<file path="src/pgw_pkg.sv">
package pgw_pkg;

   localparam int WORD_W       = 64;
   localparam int PA_W         = 52;
   localparam int VA_W         = 48;
   localparam int WIDX_W       = 14;
   localparam int IDX_W        = 9;
   localparam int OFFSET_W     = 12;
   localparam int FRAME_LSB    = 12;
   localparam int WORD_SHIFT   = 3;
   localparam int LEVEL_W      = 2;
   localparam int LAST_LEVEL   = 3;
   localparam int PRESENT_BIT  = 0;
   // word index of a walk step: base/8 (49 bits) plus a 9-bit index, one carry bit
   localparam int WALK_IDX_W   = PA_W - WORD_SHIFT + 1;
   localparam int MEM_WORDS_DEF = 16384;
   localparam int QUEUE_DEPTH  = 2;
   localparam int QPTR_W       = $clog2(QUEUE_DEPTH);
   localparam int QCNT_W       = $clog2(QUEUE_DEPTH + 1);

   typedef enum logic {
      OP_WRITE = 1'b0,
      OP_WALK  = 1'b1
   } op_kind_type;

   typedef enum logic [1:0] {
      ST_CLEAR,
      ST_IDLE,
      ST_WALK
   } back_state_type;

   typedef struct packed {
      op_kind_type             op;
      logic [WIDX_W-1:0]       widx;
      logic [WORD_W-1:0]       value;
      logic [VA_W-1:0]         va;
   } queue_item_type;

   // table index for one level: 47:39, 38:30, 29:21, 20:12
   function automatic logic [IDX_W-1:0] level_index(input logic [VA_W-1:0] va,
                                                    input logic [LEVEL_W-1:0] level);
      logic [IDX_W-1:0] idx;
      case (level)
         2'd0: idx = va[47:39];
         2'd1: idx = va[38:30];
         2'd2: idx = va[29:21];
         default: idx = va[20:12];
      endcase
      return idx;
   endfunction

endpackage

</file>
<file path="src/pgw_front.sv">
module pgw_front #(
   parameter int MEM_WORDS = pgw_pkg::MEM_WORDS_DEF
) (
   input  logic                            clock,
   input  logic                            reset,
   input  logic                            req_valid,
   output logic                            req_stall,
   input  logic                            req_func,
   input  logic [pgw_pkg::WIDX_W-1:0]      req_entry_word_index,
   input  logic [pgw_pkg::WORD_W-1:0]      req_entry_value,
   input  logic [pgw_pkg::VA_W-1:0]        req_virt_addr,
   input  logic                            clear_busy,
   output logic                            q_valid,
   output pgw_pkg::queue_item_type         q_item,
   input  logic                            q_pop
);

   import pgw_pkg::*;

   queue_item_type     item_ff [QUEUE_DEPTH];
   logic [QPTR_W-1:0]  wr_ptr_ff, wr_ptr_in;
   logic [QPTR_W-1:0]  rd_ptr_ff, rd_ptr_in;
   logic [QCNT_W-1:0]  count_ff, count_in;
   logic               accept;
   logic               push;
   logic               write_in_range;
   queue_item_type     new_item;

   assign req_stall = clear_busy || (count_ff == QCNT_W'(QUEUE_DEPTH));
   assign accept    = req_valid && !req_stall;

   // drop writes that land beyond the store
   assign write_in_range = 32'(req_entry_word_index) < 32'(MEM_WORDS);

   always_comb begin
      new_item.op    = req_func ? OP_WALK : OP_WRITE;
      new_item.widx  = req_entry_word_index;
      new_item.value = req_entry_value;
      new_item.va    = req_virt_addr;
      push = accept && ((new_item.op == OP_WALK) || write_in_range);
   end

   always_comb begin
      wr_ptr_in = wr_ptr_ff;
      rd_ptr_in = rd_ptr_ff;
      count_in  = count_ff;
      if (push) begin
         wr_ptr_in = (wr_ptr_ff == QPTR_W'(QUEUE_DEPTH - 1)) ? '0 : wr_ptr_ff + 1'b1;
      end
      if (q_pop) begin
         rd_ptr_in = (rd_ptr_ff == QPTR_W'(QUEUE_DEPTH - 1)) ? '0 : rd_ptr_ff + 1'b1;
      end
      if (push && !q_pop) begin
         count_in = count_ff + 1'b1;
      end else if (q_pop && !push) begin
         count_in = count_ff - 1'b1;
      end
   end

   always_ff @(posedge clock) begin
      if (reset) begin
         wr_ptr_ff <= '0;
         rd_ptr_ff <= '0;
         count_ff  <= '0;
      end else begin
         wr_ptr_ff <= wr_ptr_in;
         rd_ptr_ff <= rd_ptr_in;
         count_ff  <= count_in;
      end
   end

   always_ff @(posedge clock) begin
      if (push) begin
         item_ff[wr_ptr_ff] <= new_item;
      end
   end

   assign q_valid = (count_ff != '0);
   assign q_item  = item_ff[rd_ptr_ff];

endmodule

</file>
<file path="config.mk">
export PLATFORM = sky130hd
export DESIGN_NAME = pgw_front
export DESIGN_NICKNAME = d
export VERILOG_FILES = /design/src/pgw_pkg.sv /design/src/pgw_front.sv
export SDC_FILE = /design/constraint.sdc
export NUM_CORES = 1
export LEC_CHECK = 0
export BUFFER_PORTS_ARGS = -buffer_cell sky130_fd_sc_hd__buf_2
export CELL_PAD_IN_SITES_DETAIL_PLACEMENT = 0
export CELL_PAD_IN_SITES_GLOBAL_PLACEMENT = 1
export CORE_AREA = 2 2 188 190
export CTS_CLUSTER_SIZE = 24
export DETAILED_ROUTE_END_ITERATION = 6
export DIE_AREA = 0 0 190 192
export PLACE_DENSITY = 0.65
export SLEW_MARGIN = 20
export SYNTH_ARGS = -nofsm -noshare
export SYNTH_HDL_FRONTEND = slang
export SYNTH_SLANG_ARGS = --single-unit
</file>
<file path="constraint.sdc">
create_clock -name clock -period 14.6 [get_ports clock]
set_clock_uncertainty 0.1 [all_clocks]
set_input_delay 3.65 -clock clock [delete_from_list [all_inputs] [get_ports clock]]
set_output_delay 3.65 -clock clock [all_outputs]
set_load 0.01 [all_outputs]
</file>
After elaboration in Yosys (flattened, before gate mapping)

Memory sizes are Yosys's and may differ from the RTL's. A register that Yosys moved wholly into a read port is not among the register bits.
Index checks and enable logic that the tools add are counted.
W data, S select, Z words.

Register bits: 4
Memory bits (writable): 254
Word-level logic and storage cells: 27
Memories kept: 1

Add/subtract/negate cells: 4
Eq/ne operators: 1
Mux-type cells: 9
Reduce and logical (&&, ||, !) cells: 9

Memories:

| name    | depth | bits a word | rd ports | clocked after memory_dff | write ports | RTL line        | source |
|---|---|---|---|---|---|---|---|
| item_ff | 2     | 127         | 1        | 1                        | 1           | pgw_front.sv:20 | `queue_item_type item_ff [QUEUE_DEPTH];` |

Operator list:

| kind                  | count |
|---|---|
| $mux W1               | 7 |
| $mux W2               | 2 |
| $reduce_bool A2 Y1    | 2 |
| $logic_and A1 B1 Y1   | 3 |
| $logic_not A1 Y1      | 3 |
| $add A1 B1 Y1 const B | 2 |
| $add A2 B1 Y2 const B | 1 |
| $eq A2 B2 Y1 const B  | 1 |
| $sub A2 B1 Y2 const B | 1 |
| $logic_or A1 B1 Y1    | 1 |

Logic depth before layout (Yosys ltp)

Depth in word-level cells: 8
Gate-level depth with buffers: 6

Least setup slack after synthesis

No wires, ideal clock.

Kind: input port to flip-flop
Start: input port req_valid
End: memory item_ff[0][0] (netlist name), enable pin
Setup time: 0.630 ns
Arrival: 9.589 ns
Data required time: 13.870 ns
Setup slack: 4.281 ns
Stages on the path: 3
Buffers on the path: 0
Cell sequence: nor2b_1 -> and2_1 -> nor2b_1

Longest elaborated chain between the ends: 3

RTL lines:

| item                          | RTL line        | source |
|---|---|---|
| from (decl)                   | pgw_front.sv:6  | `input logic req_valid,` |
| $logic_and A1 B1 Y1           | pgw_front.sv:30 | `assign accept = req_valid && !req_stall;` |
| $mux W1                       | pgw_front.sv:73 | `if (push) begin` |
| $mux W1 (not written as such) | pgw_front.sv:74 | `item_ff[wr_ptr_ff] <= new_item;` |
| to (decl)                     | pgw_front.sv:20 |  |

No other way between the ends.

Final worst setup path

Start: input port clear_busy
End: output port req_stall

Longest elaborated chain between the ends: 1

RTL lines:

| item               | RTL line        | source |
|---|---|---|
| from (decl)        | pgw_front.sv:12 | `input logic clear_busy,` |
| $logic_or A1 B1 Y1 | pgw_front.sv:29 | `assign req_stall = clear_busy \|\| (count_ff == QCNT_W'(QUEUE_DEPTH));` |
| to (decl)          | pgw_front.sv:7  | `output logic req_stall,` |

No other way between the ends.

==> flow_summary.json <==
{
  "result_of_the_run": "finished, final reports clean",
  "primary_ff_master_synth": "edfxtp_1",
  "worstSetupStartpointType": "input pin",
  "floorplan.die.width_um": 190,
  "row_count": 68,
  "dpl_worst_slack_ps": 6830,
  "worstMarginPinSlew_ps": 768,
  "yosysSeqAreaShare_pct": 81.3,
  "power.leakage_nw": 4.51,
  "layout.nets": 839,
  "clock_path_buffers": 3,
  "drt-total-wl_mm": 19.2,
  "finish.cell_count_without_fillers": 1183,
  "syn_to_final_growth_pct": 28.6,
  "power_per_cell_area_mw_per_mm2": 140,
  "postCtsSetupRepairBufs": 0,
  "boundaryPins": 261,
  "synthesis_warning_total": 0,
  "clk_pin_slew_ps": 60,
  "period_share_pct": 53.2,
  "design_power_total_mw": 1.71,
  "placed_cells": 1130,
  "cellInternalPower_mw": 1.34,
  "hold_path_class": "reg2reg",
  "crit_end": "req_stall",
  "r2r.worst_path.cells": 5,
  "worstPathRequired_ps": 10850,
  "wl_per_cell_um": 16.3,
  "power.sequential.fraction_pct": 50.8,
  "globalplace.congestion": 0.682,
  "drc": 0,
  "pwr-share-comb_pct": 9.8,
  "final_number_of_hold_violating_endpoints": 0,
  "postCtsResizedCells": 0,
  "r2r-start": "count_ff[0]",
  "fraction_of_synthesized_cell_area_taken_by_the_top_area_cell_type_pct": 80.2,
  "endpoint_kind": "output port",
  "fraction_of_final_layout_cells_sized_beyond_drive_strength_1_pct": 59.8,
  "cts-buffers-inserted": 29,
  "postRouteAntennaNets": 0,
  "synth.distinct_cells": 21,
  "clk_latency_ps": 550,
  "timing.critical_path.arrival_ps": 4020,
  "async_reset_ff_share_pct": 0,
  "placeableCoreArea_mm2": 0.0343,
  "grt_setup_unrepaired": "no",
  "cts-root-buf": "clkbuf_16",
  "yosysMostFrequentCell": "edfxtp_1",
  "grt-ovfl-total": 0,
  "maxSlewViolCount": 0,
  "syn-instance-count": 422,
  "crit_path_max_fanout": 2,
  "worstSetupStartpoint": "clear_busy",
  "die-area_mm2": 0.0365,
  "syn_area_mm2": 0.00951,
  "die_h_um": 192,
  "postSynthAreaPerCell_um2": 22.5,
  "avgViaCountPerCell": 4.09,
  "ys_top_cells_by_count": "edfxtp_1, mux2_2, mux2_4, buf_2",
  "number_of_nets_in_the_synthesized_netlist": 555,
  "synth-edff-count": 254,
  "timing.max_cap.violations": 0,
  "netlist_top_cells_area": "edfxtp_1, mux2_2, mux2_4",
  "initialDrtViolationCount": 151,
  "antenna_found_initial": 2,
  "timing_worst_setup_path_type": "in2out",
  "initial_utilization_pct": 27.7,
  "ir_drop_v": 0.0000881,
  "cts.sinks": 259,
  "finalCriticalPeriod_ps": 7770,
  "dr.pass1.iters": 4,
  "r2r_setup_slack_ps": 11950,
  "netSwitchingPower_mw": 0.377,
  "grt_first_pass_wirelength_mm": 28.3,
  "hpwlAfterDp_mm": 12.4,
  "critical_path.reg2reg.endpoint": "item_ff[0][17]",
  "yosys_register_bits": 259,
  "relative_slew_slack_pct": 48.8,
  "number_of_hold_repair_buffers_added_at_the_cts_stage": 0,
  "fin_worst_hold_slack_ps": 402,
  "layout_setup_ws_ps": 6830,
  "globalRouteTotalUtil_pct": 10.2,
  "synthDominantAreaCellType": "edfxtp_1",
  "via_count": 4838,
  "max_clock_freq_mhz": 129,
  "power.share.clock_pct": 39.4,
  "port-buffer-count": 260,
  "grt_start_max_net_pins": 48,
  "grt_pass1_vias": 5105,
  "htreeDepth": 1,
  "setup_total_negative_slack_ps": 0,
  "p_sw_share_pct": 22.0,
  "setup_viol": 0,
  "cts_tree": "built"
}
==> how the worst min path moves through the flow <==
stage	from	end	slack [ps]	cells past startpoint
global placement	count_ff[1]	count_ff[1]	380	2
finish	count_ff[1]	count_ff[1]	400	2
floorplan	count_ff[1]	count_ff[1]	360	2
detailed placement	count_ff[1]	count_ff[1]	390	2
CTS	count_ff[1]	count_ff[1]	400	2
global route	count_ff[1]	count_ff[1]	430	2
==> critical path, cell delays in order <==
cell and delay, ps:
buf_2 100, nand2b_1 120, buf_2 140
==> registers in the layout, summed over array words and instances, names as in the netlist, named ones only <==
signal,cells
count_ff,2
rd_ptr_ff,1
wr_ptr_ff,1
item_ff,254
==> final cells by class <==
type,count,area (um2)
flip-flops and latches,259,7730
repair buffers,267,1350
clock inverters,17,134
clock buffers,35,748
diodes,1,2.50
inverters,1,3.75
fillers,3329,22100
multi-input cells,148,1690
well taps,455,569
==> logic make-up after synthesis <==
family,synth area share [%]
and+or+nand+nor,0.803
adders and majority gates,0.132
DFF,81.3
AOI/OAI and AO/OA,0.158
xor gates and xnor gates,0.276
muxes,16.2
buffers and inverters,1.11
==> layer usage <==
metal  vias up  part of all wire [%]  track usage (%)
li1       2249                     -                -
met1      2366                    42             12.3
met2       183                    46             16.6
met3        38                   9.4             4.00
met4         2                   2.5             3.49
met5         -                 0.068                0
==> placed cells by master (no fill, tap or decap) <==
| cell | n |
|---|---|
| a21oi_1 | 1 |
| and2_1 | 1 |
| and3_4 | 1 |
| buf_2 | 260 |
| buf_4 | 7 |
| bufinv_16 | 2 |
| clkbuf_1 | 6 |
| clkbuf_16 | 29 |
| clkinv_1 | 9 |
| clkinv_2 | 3 |
| clkinvlp_4 | 1 |
| dfxtp_1 | 4 |
| dfxtp_4 | 1 |
| diode_2 | 1 |
| edfxtp_1 | 254 |
| ha_1 | 1 |
| inv_1 | 1 |
| inv_6 | 2 |
| mux2_2 | 97 |
| mux2_4 | 30 |
| nand2b_1 | 3 |
| nand3_1 | 1 |
| nor2_1 | 4 |
| nor2b_1 | 1 |
| nor2b_4 | 1 |
| o21ai_0 | 1 |
| o21ai_1 | 1 |
| or2_2 | 1 |
| or3_1 | 1 |
| xnor2_1 | 1 |
| xor2_1 | 2 |
==> metrics by stage <==
step           util, %  area [um2]
4_1_cts           35.7       12200
2_1_floorplan        -        9510
5_1_grt           35.7       12200
3_5_place_dp      33.1       11300
6_report          35.7       12200
3_3_place_gp      33.1       11300
==> power groups by stage <==
stage                     Sequential [mW]  Combinational [mW]  Clock (mW)
after global routing                0.873               0.182       0.732
after CTS                           0.870               0.172       0.704
after global placement              0.884               0.170           0
after detailed placement            0.885               0.171           0
after floorplan                     0.884               0.102           0
final                               0.869               0.168       0.675
Power figures use the tool's default switching activity.
